[src/design/assert_macros.svh]
// Assertion macros for the RTL that carries concurrent checks (indexed_list_store).
// No dependencies; include by bare file name.
`ifndef ASSERT_MACROS_SVH
`define ASSERT_MACROS_SVH

// Check a property on every rising edge of clock, off while reset is high.
`define ASSERT_CLK(label, prop, msg) \
   label: assert property (@(posedge clock) disable iff (reset) (prop)) else $error(msg);

// Check that post holds in the cycle after pre, off while reset is high.
`define ASSERT_NEXT(label, pre, post, msg) \
   label: assert property (@(posedge clock) disable iff (reset) (pre) |=> (post)) \
      else $error(msg);

`endif

[src/design/ils_pkg.sv]
// Package for the indexed list store: sizes, operation and status codes,
// and the sequencer state type. No dependencies.
package ils_pkg;

   localparam int CAPACITY      = 64;
   localparam int ELEMENT_WIDTH = 32;
   localparam int ADDR_W        = $clog2(CAPACITY);
   localparam int COUNT_W       = $clog2(CAPACITY + 1);

   typedef logic [ELEMENT_WIDTH-1:0] elem_type;
   typedef logic [ADDR_W-1:0]        addr_type;
   typedef logic [COUNT_W-1:0]       count_type;

   localparam logic [1:0] OP_PUSH   = 2'd0;
   localparam logic [1:0] OP_POP    = 2'd1;
   localparam logic [1:0] OP_REMOVE = 2'd2;
   localparam logic [1:0] OP_INSERT = 2'd3;

   localparam logic [1:0] ST_OK     = 2'd0;
   localparam logic [1:0] ST_FULL   = 2'd1;
   localparam logic [1:0] ST_EMPTY  = 2'd2;
   localparam logic [1:0] ST_BADIDX = 2'd3;

   localparam count_type CAP_RESET = count_type'(CAPACITY);

   typedef enum logic [2:0] {
      S_IDLE,
      S_DECODE,
      S_INS_WR,
      S_INS_VAL,
      S_POP_CAP,
      S_RM_FIRST,
      S_RM_SH,
      S_DONE
   } state_type;

endpackage

[src/design/indexed_list_store.sv]
// Indexed list store top level: sequencer, element memory and channels.
// Depends on ils_pkg and assert_macros.svh.
//
// Usage:
//   req_ channel carries one transaction: op (push, pop, remove-at, insert-at),
//   position and value_in. It is taken when req_valid is high and req_stall
//   is low. req_stall is high while a transaction is being worked on.
//   rsp_ channel returns one transaction per request: value_out, status and
//   count_out (length after the request). It is held while rsp_stall is high.
//   csr_ channel writes active_capacity; csr_ready is always high.
// Sequencer states per request (count is the length before the request):
//   push, insert past the end, full, empty and bad-index results: decode,
//   done. pop: decode, read capture, done. insert-at: decode, a shift step
//   for each element from position to count - 1, value write, done.
//   remove-at: decode, first read, a shift step for each later element, done.
//   The element memory has one write and one registered read port, so a
//   shift moves one element per cycle; the next request is taken the cycle
//   after the result is loaded into the output register.
// Reset clears the count to zero and the capacity to its full value; the
// element memory is not cleared. When the receiver stalls, the finished
// result waits in the sequencer until the output register frees up.
`include "assert_macros.svh"

module indexed_list_store import ils_pkg::*; (
   input  logic        clock,
   input  logic        reset,
   input  logic        req_valid,
   output logic        req_stall,
   input  logic [1:0]  req_op,
   input  logic [5:0]  req_position,
   input  logic [31:0] req_value_in,
   output logic        rsp_valid,
   input  logic        rsp_stall,
   output logic [31:0] rsp_value_out,
   output logic [1:0]  rsp_status,
   output logic [6:0]  rsp_count_out,
   input  logic        csr_valid,
   output logic        csr_ready,
   input  logic [6:0]  csr_active_capacity
);

   state_type state_ff, state_in;
   count_type count_ff, count_in;
   count_type cap_ff;
   count_type limit;
   addr_type  ptr_ff, ptr_in;
   logic [1:0] op_ff;
   addr_type   pos_ff;
   elem_type   val_ff;
   elem_type   result_ff, result_in;
   logic [1:0] status_ff, status_in;

   logic       rsp_valid_ff, rsp_valid_in;
   elem_type   rsp_value_ff;
   logic [1:0] rsp_status_ff;
   count_type  rsp_count_ff;

   elem_type mem [CAPACITY];
   elem_type rd_data_ff;
   logic     mem_we;
   addr_type mem_waddr, mem_raddr;
   elem_type mem_wdata;

   logic req_take;
   logic rsp_load;

   assign req_take  = req_valid && (state_ff == S_IDLE);
   assign req_stall = (state_ff != S_IDLE);
   assign csr_ready = 1'b1;

   // Clamp capacity to 1..CAPACITY
   always_comb begin
      if (cap_ff == '0) begin
         limit = count_type'(1);
      end else if (cap_ff > count_type'(CAPACITY)) begin
         limit = count_type'(CAPACITY);
      end else begin
         limit = cap_ff;
      end
   end

   always_ff @(posedge clock) begin
      if (mem_we) begin
         mem[mem_waddr] <= mem_wdata;
      end
      rd_data_ff <= mem[mem_raddr];
   end

   always_ff @(posedge clock) begin
      if (reset) begin
         state_ff     <= S_IDLE;
         count_ff     <= '0;
         cap_ff       <= CAP_RESET;
         rsp_valid_ff <= 1'b0;
      end else begin
         state_ff     <= state_in;
         count_ff     <= count_in;
         rsp_valid_ff <= rsp_valid_in;
         if (csr_valid && csr_ready) begin
            cap_ff <= csr_active_capacity;
         end
      end
   end

   always_ff @(posedge clock) begin
      ptr_ff    <= ptr_in;
      result_ff <= result_in;
      status_ff <= status_in;
      if (req_take) begin
         op_ff  <= req_op;
         pos_ff <= req_position;
         val_ff <= req_value_in;
      end
      if (rsp_load) begin
         rsp_value_ff  <= result_ff;
         rsp_status_ff <= status_ff;
         rsp_count_ff  <= count_ff;
      end
   end

   always_comb begin
      state_in     = state_ff;
      count_in     = count_ff;
      ptr_in       = ptr_ff;
      result_in    = result_ff;
      status_in    = status_ff;
      mem_we       = 1'b0;
      mem_waddr    = ptr_ff;
      mem_wdata    = rd_data_ff;
      mem_raddr    = ptr_ff;
      rsp_load     = 1'b0;
      rsp_valid_in = rsp_valid_ff && rsp_stall;

      case (state_ff)
         S_IDLE: begin
            if (req_take) begin
               state_in = S_DECODE;
            end
         end
         S_DECODE: begin
            result_in = '0;
            status_in = ST_OK;
            state_in  = S_DONE;
            case (op_ff)
               OP_PUSH, OP_INSERT: begin
                  if (count_ff >= limit) begin
                     status_in = ST_FULL;
                  end else if (op_ff == OP_PUSH || {1'b0, pos_ff} >= count_ff) begin
                     mem_we    = 1'b1;
                     mem_waddr = count_ff[ADDR_W-1:0];
                     mem_wdata = val_ff;
                     count_in  = count_ff + count_type'(1);
                  end else begin
                     // open a gap: walk down from the last element
                     ptr_in    = addr_type'(count_ff - count_type'(1));
                     mem_raddr = addr_type'(count_ff - count_type'(1));
                     count_in  = count_ff + count_type'(1);
                     state_in  = S_INS_WR;
                  end
               end
               OP_POP: begin
                  if (count_ff == '0) begin
                     status_in = ST_EMPTY;
                  end else begin
                     mem_raddr = addr_type'(count_ff - count_type'(1));
                     count_in  = count_ff - count_type'(1);
                     state_in  = S_POP_CAP;
                  end
               end
               default: begin
                  if ({1'b0, pos_ff} >= count_ff) begin
                     status_in = ST_BADIDX;
                  end else begin
                     mem_raddr = pos_ff;
                     ptr_in    = pos_ff;
                     count_in  = count_ff - count_type'(1);
                     state_in  = S_RM_FIRST;
                  end
               end
            endcase
         end
         S_INS_WR: begin
            // move element ptr up by one, fetch the one below
            mem_we    = 1'b1;
            mem_waddr = ptr_ff + addr_type'(1);
            mem_wdata = rd_data_ff;
            mem_raddr = ptr_ff - addr_type'(1);
            if (ptr_ff == pos_ff) begin
               state_in = S_INS_VAL;
            end else begin
               ptr_in = ptr_ff - addr_type'(1);
            end
         end
         S_INS_VAL: begin
            mem_we    = 1'b1;
            mem_waddr = pos_ff;
            mem_wdata = val_ff;
            state_in  = S_DONE;
         end
         S_POP_CAP: begin
            result_in = rd_data_ff;
            state_in  = S_DONE;
         end
         S_RM_FIRST: begin
            result_in = rd_data_ff;
            mem_raddr = ptr_ff + addr_type'(1);
            if ({1'b0, ptr_ff} == count_ff) begin
               state_in = S_DONE;
            end else begin
               state_in = S_RM_SH;
            end
         end
         S_RM_SH: begin
            // move element ptr+1 down by one, fetch the next
            mem_we    = 1'b1;
            mem_waddr = ptr_ff;
            mem_wdata = rd_data_ff;
            mem_raddr = ptr_ff + addr_type'(2);
            if ({1'b0, ptr_ff} + count_type'(1) == count_ff) begin
               state_in = S_DONE;
            end else begin
               ptr_in = ptr_ff + addr_type'(1);
            end
         end
         S_DONE: begin
            // hold until the output register is free
            if (!rsp_valid_ff || !rsp_stall) begin
               rsp_load     = 1'b1;
               rsp_valid_in = 1'b1;
               state_in     = S_IDLE;
            end
         end
         default: begin
            state_in = S_IDLE;
         end
      endcase
   end

   assign rsp_valid     = rsp_valid_ff;
   assign rsp_value_out = rsp_value_ff;
   assign rsp_status    = rsp_status_ff;
   assign rsp_count_out = rsp_count_ff;

   `ASSERT_CLK(a_count_bound, count_ff <= count_type'(CAPACITY), "count exceeds capacity")
   `ASSERT_NEXT(a_take_decode, req_valid && !req_stall, state_ff == S_DECODE,
                "accept did not decode")
   `ASSERT_NEXT(a_load_valid, rsp_load, rsp_valid, "result load lost")
   `ASSERT_NEXT(a_count_step, state_ff != S_DECODE, $stable(count_ff),
                "count changed outside decode")

endmodule

[config.mk]
export PLATFORM = sky130hd
export DESIGN_NAME = indexed_list_store
export DESIGN_NICKNAME = d
export VERILOG_FILES = /design/src/design/ils_pkg.sv /design/src/design/indexed_list_store.sv
export VERILOG_INCLUDE_DIRS = /design/src /design/src/design
export SDC_FILE = /design/constraint.sdc
export NUM_CORES = 2
export LEC_CHECK = 0
export ABC_CLOCK_PERIOD_IN_PS = 6950
export BUFFER_PORTS_ARGS = -buffer_cell sky130_fd_sc_hd__buf_2
export CAP_MARGIN = 20
export CORE_MARGIN = 3
export CORE_UTILIZATION = 55
export DETAILED_ROUTE_END_ITERATION = 12
export MAX_ROUTING_LAYER = met4
export PLACE_DENSITY = 0.7
export SLEW_MARGIN = 30
export SYNTH_ARGS = -nofsm -noshare
export SYNTH_HDL_FRONTEND = slang
export SYNTH_SLANG_ARGS = --single-unit
[constraint.sdc]
create_clock -name clock -period 6.95 [get_ports clock]
set_clock_uncertainty 0.1 [all_clocks]
set_input_delay 1.0425 -clock clock [delete_from_list [all_inputs] [get_ports clock]]
set_output_delay 1.0425 -clock clock [all_outputs]
set_load 0.02 [all_outputs]
==> summary.md <==
| Metric | Value |
|---|---|
| Outcome | finished clean |
| Hold-fix buffers, CTS | 0 |
| Final hold vios | 0 |
| Worst slack, placed | 1410 ps |
| Wire per inst | 32.8 um |
| Synth Cell Area | 0.0873 sq mm |
| Syn nets | 5468 |
| Cell Area, Placed | 0.0920 sq mm |
| H-tree level count | 4 |
| Buf+Inv Stages, Crit Path | 2 |
| WP data required | 7570 ps |
| Resized cells post-CTS | 0 |
| Setup violators final | 0 |
| Total number of vias | 52800 |
| Gpl congestion | 0.952 |
| # clock sinks | 2219 |
| I/O pins | 96 |
| Worst slew margin | 0.268 |
| Slew Limit Fails | 0 |
| Initial core utilization | 0.556 |
| Post-DP HPWL | 150000 um |
| Startpoint types | flop |
| Crit share post-route | 0.825 |
| Synth top area cells | edfxtp_1 75%, mux4_2 5.1%, nand2_1 4.0%, mux2i_1 2.3%, nand3_1 1.9% |
| Ys async rst share | 0 |
| Final worst slack | 1210 ps |
| Synth area leader | edfxtp_1 |
| Crit path cell chain | ha_1 > nand2b_1 > a211o_1 > a211o_1 > or4_1 > a32o_4 > nor2_1 > buf_4 > a32oi_1 > nand4_1 > o21ai_0 > buf_4 > or4_1 |
| Full die area | 0.164 sq mm |
| Clk slew on worst S/H paths | 60 ps |
| Iter 0 DRT Violations | 8619 |
| FF+latch count, synth | 2219 |
| Library cells used by synthesis | 84 |
| Syn. warnings | 0 |
| R2R Setup Slk | 1210 ps |
| Worst path slowest cell | nor2_1 |
| Largest delay contributor family on the critical path | simple AND/OR/NAND/NOR gates |
| Max cap viols | 0 |
| Worst-Skew Late Latency | 840 ps |
| Worst Tran Pin Value | 1100 ps |
| Buffers on Ports | 94 |
| Post-synth top area share | 0.746 |
| Setup TNS | 0 ps |
| Nets | 5681 |
| CP Data Arrival Time | 6350 ps |
| First-pass GRT wire length | 364000 um |
| Setup CP Type | reg -> reg |
| Die Ht | 404 um |
| Vias per cell | 6.73 |
| Number of synthesized flops with an enable pin | 2169 |
| Antenna-violating nets left | 0 |
| Die X-Extent | 404 um |
| Area Growth Syn to Fin | 12.9% |
| Row cnt | 145 |
| Design Area, Final | 0.0986 sq mm |
| Overflow after GRT | 0 |
| Total CTS buffers | 207 |
| Post-CTS Setup Bufs | 0 |
| Top_reg_cell synth | edfxtp_1 |
| Routed wire length | 258000 um |
| CTS Root Cell | clkbuf_16 |
| Synthesized instance count | 5392 |
| Critical Path End Type | flop |
| Hold Path Class | in -> reg |
| Clk buf depth | 3 |
| Unrepaired setup endpoints after global routing | no |
| Initial antenna violation count | 11 |
| Gr usage total | 0.323 |
| TritonCTS clock tree | built |
| Syn avg cell area | 16.2 sq um |
| Largest net degree at the start of global routing | 114 |
| Pre-antenna DRT Iters | 8 |
| Sequential element share of the synthesized area | 0.758 |
| DRC errors left | 0 |
| Crit-path max cell delay | 760 ps |
| Crit path max fanout | 15 |
| Number of global-route vias before repair | 49700 |
| Max Fclk | 174 MHz |
| Tmin final | 5740 ps |
| Layout cells sized above 1 | 0.167 |
| Core area | 0.157 sq mm |
==> metrics by stage <==
| step | hold WS (ps) | util | std cells |
|---|---|---|---|
| 2_1_floorplan | 300 | - | 5392 |
| 3_3_place_gp | 300 | 0.585 | 7451 |
| 3_5_place_dp | 305 | 0.586 | 7451 |
| 4_1_cts | 217 | 0.628 | 7838 |
| 5_1_grt | 247 | 0.628 | 7851 |
| 6_report | 269 | 0.628 | 7854 |
==> layout make-up <==
class | count | area [sq um]
fillers | 10800 | 58300
well taps | 2058 | 2570
repair buffers | 335 | 2880
flip-flops and latches | 2219 | 66100
inverters | 22 | 82.6
diodes | 13 | 32.5
multi-input cells | 2820 | 20400
clock inverters | 106 | 806
clock buffers | 281 | 5710
==> state kept, by name, summed over array words and instances (netlist names) <==
register	cells
mem	2048
rd_data_ff	32
result_ff	32
rsp_value_out	32
val_ff	32
cap_ff	7
count_ff	7
rsp_count_out	7
pos_ff	6
ptr_ff	6
state_ff	3
op_ff	2
rsp_status	2
status_ff	2
rsp_valid	1
==> path summary, 6_finish.rpt <==
check,start,endpoint,cells after the start
min reg2reg,result_ff[4]$_SDFFCE_PN0P_,rsp_value_out[4]$_DFFE_PP_,0
max reg2reg,count_ff[0]$_SDFFE_PP0P_,rd_data_ff[0]$_DFF_P_,13
max,count_ff[0]$_SDFFE_PP0P_,rd_data_ff[0]$_DFF_P_,13
min,req_value_in[21],val_ff[21]$_DFFE_PP_,1
==> placed cells by master (no fill, tap or decap), drive strengths merged, types with 11 or more instances in the layout <==
| cell type | netlist | routed |
|---|---|---|
| or4 | 11 | 11 |
| nor3 | 26 | 26 |
| o21ai | 59 | 59 |
| diode | 0 | 13 |
| o211a | 13 | 13 |
| clkbuf | 149 | 281 |
| a222oi | 11 | 11 |
| inv | 20 | 24 |
| a211oi | 26 | 26 |
| a211o | 12 | 12 |
| a31oi | 81 | 81 |
| o211ai | 24 | 24 |
| and3 | 26 | 26 |
| mux2i | 203 | 203 |
| nor4 | 21 | 21 |
| ha | 24 | 24 |
| o2111ai | 16 | 16 |
| o22ai | 65 | 65 |
| a32oi | 66 | 66 |
| mux2 | 35 | 35 |
| a22oi | 68 | 68 |
| o311ai | 12 | 12 |
| nand3 | 338 | 338 |
| mux4 | 198 | 198 |
| edfxtp | 2169 | 2169 |
| or3 | 19 | 19 |
| clkinv | 2 | 93 |
| nand2 | 930 | 930 |
| xor2 | 13 | 13 |
| a21oi | 137 | 137 |
| buf | 182 | 335 |
| dfxtp | 50 | 50 |
| nand4 | 89 | 89 |
| and2 | 35 | 35 |
| xnor2 | 18 | 18 |
| nor2 | 122 | 122 |
==> cell families (layout without fill, tap and decap cells) <==
logic type | count (synthesis) | in the layout | synth area share
AO/OA/AOI/OAI | 669 | 669 | 0.0535
XOR/XNOR | 31 | 31 | 0.00311
adder cells (fa/ha/maj) | 24 | 24 | 0.00344
buffers and inverters | 353 | 744 | 0.0189
flip-flops | 2219 | 2219 | 0.758
multiplexers | 436 | 436 | 0.0789
other | 1 | 14 | 0.0000430
AND/OR/NAND/NOR | 1659 | 1659 | 0.0845
==> synth_stat cells, drive strengths merged, types with 7 or more instances <==
library cell / n
edfxtp: 2169
xor2: 13
o2111ai: 16
a222oi: 11
xnor2: 18
o21ai: 59
o211ai: 24
and4: 7
nor2b: 10
inv: 20
o311ai: 12
nand4: 89
o22ai: 65
nor2: 122
and2: 35
clkbuf: 149
a211oi: 26
a22o: 10
nand3: 338
a221oi: 7
or3: 19
a31oi: 81
or4: 11
nor4: 21
nor3: 26
a21o: 7
and3: 26
a32oi: 66
dfxtp: 50
a22oi: 68
a211o: 12
mux4: 198
ha: 24
buf: 182
a21oi: 137
mux2i: 203
o211a: 13
mux2: 35
nand2: 930
==> routing by layer <==
metal  wire length [um]  track usage  vias to the layer above
li1                   -            -                    21600
met1              94100        0.441                    26700
met2             118000        0.475                     3879
met3              34900       0.0793                      650
met4              11000        0.126                        0
met5                  0            -                        -
Power is left out: the tool's default activity adds up to more than one toggle a clock period on the data nets, which glitch-free logic cannot reach.
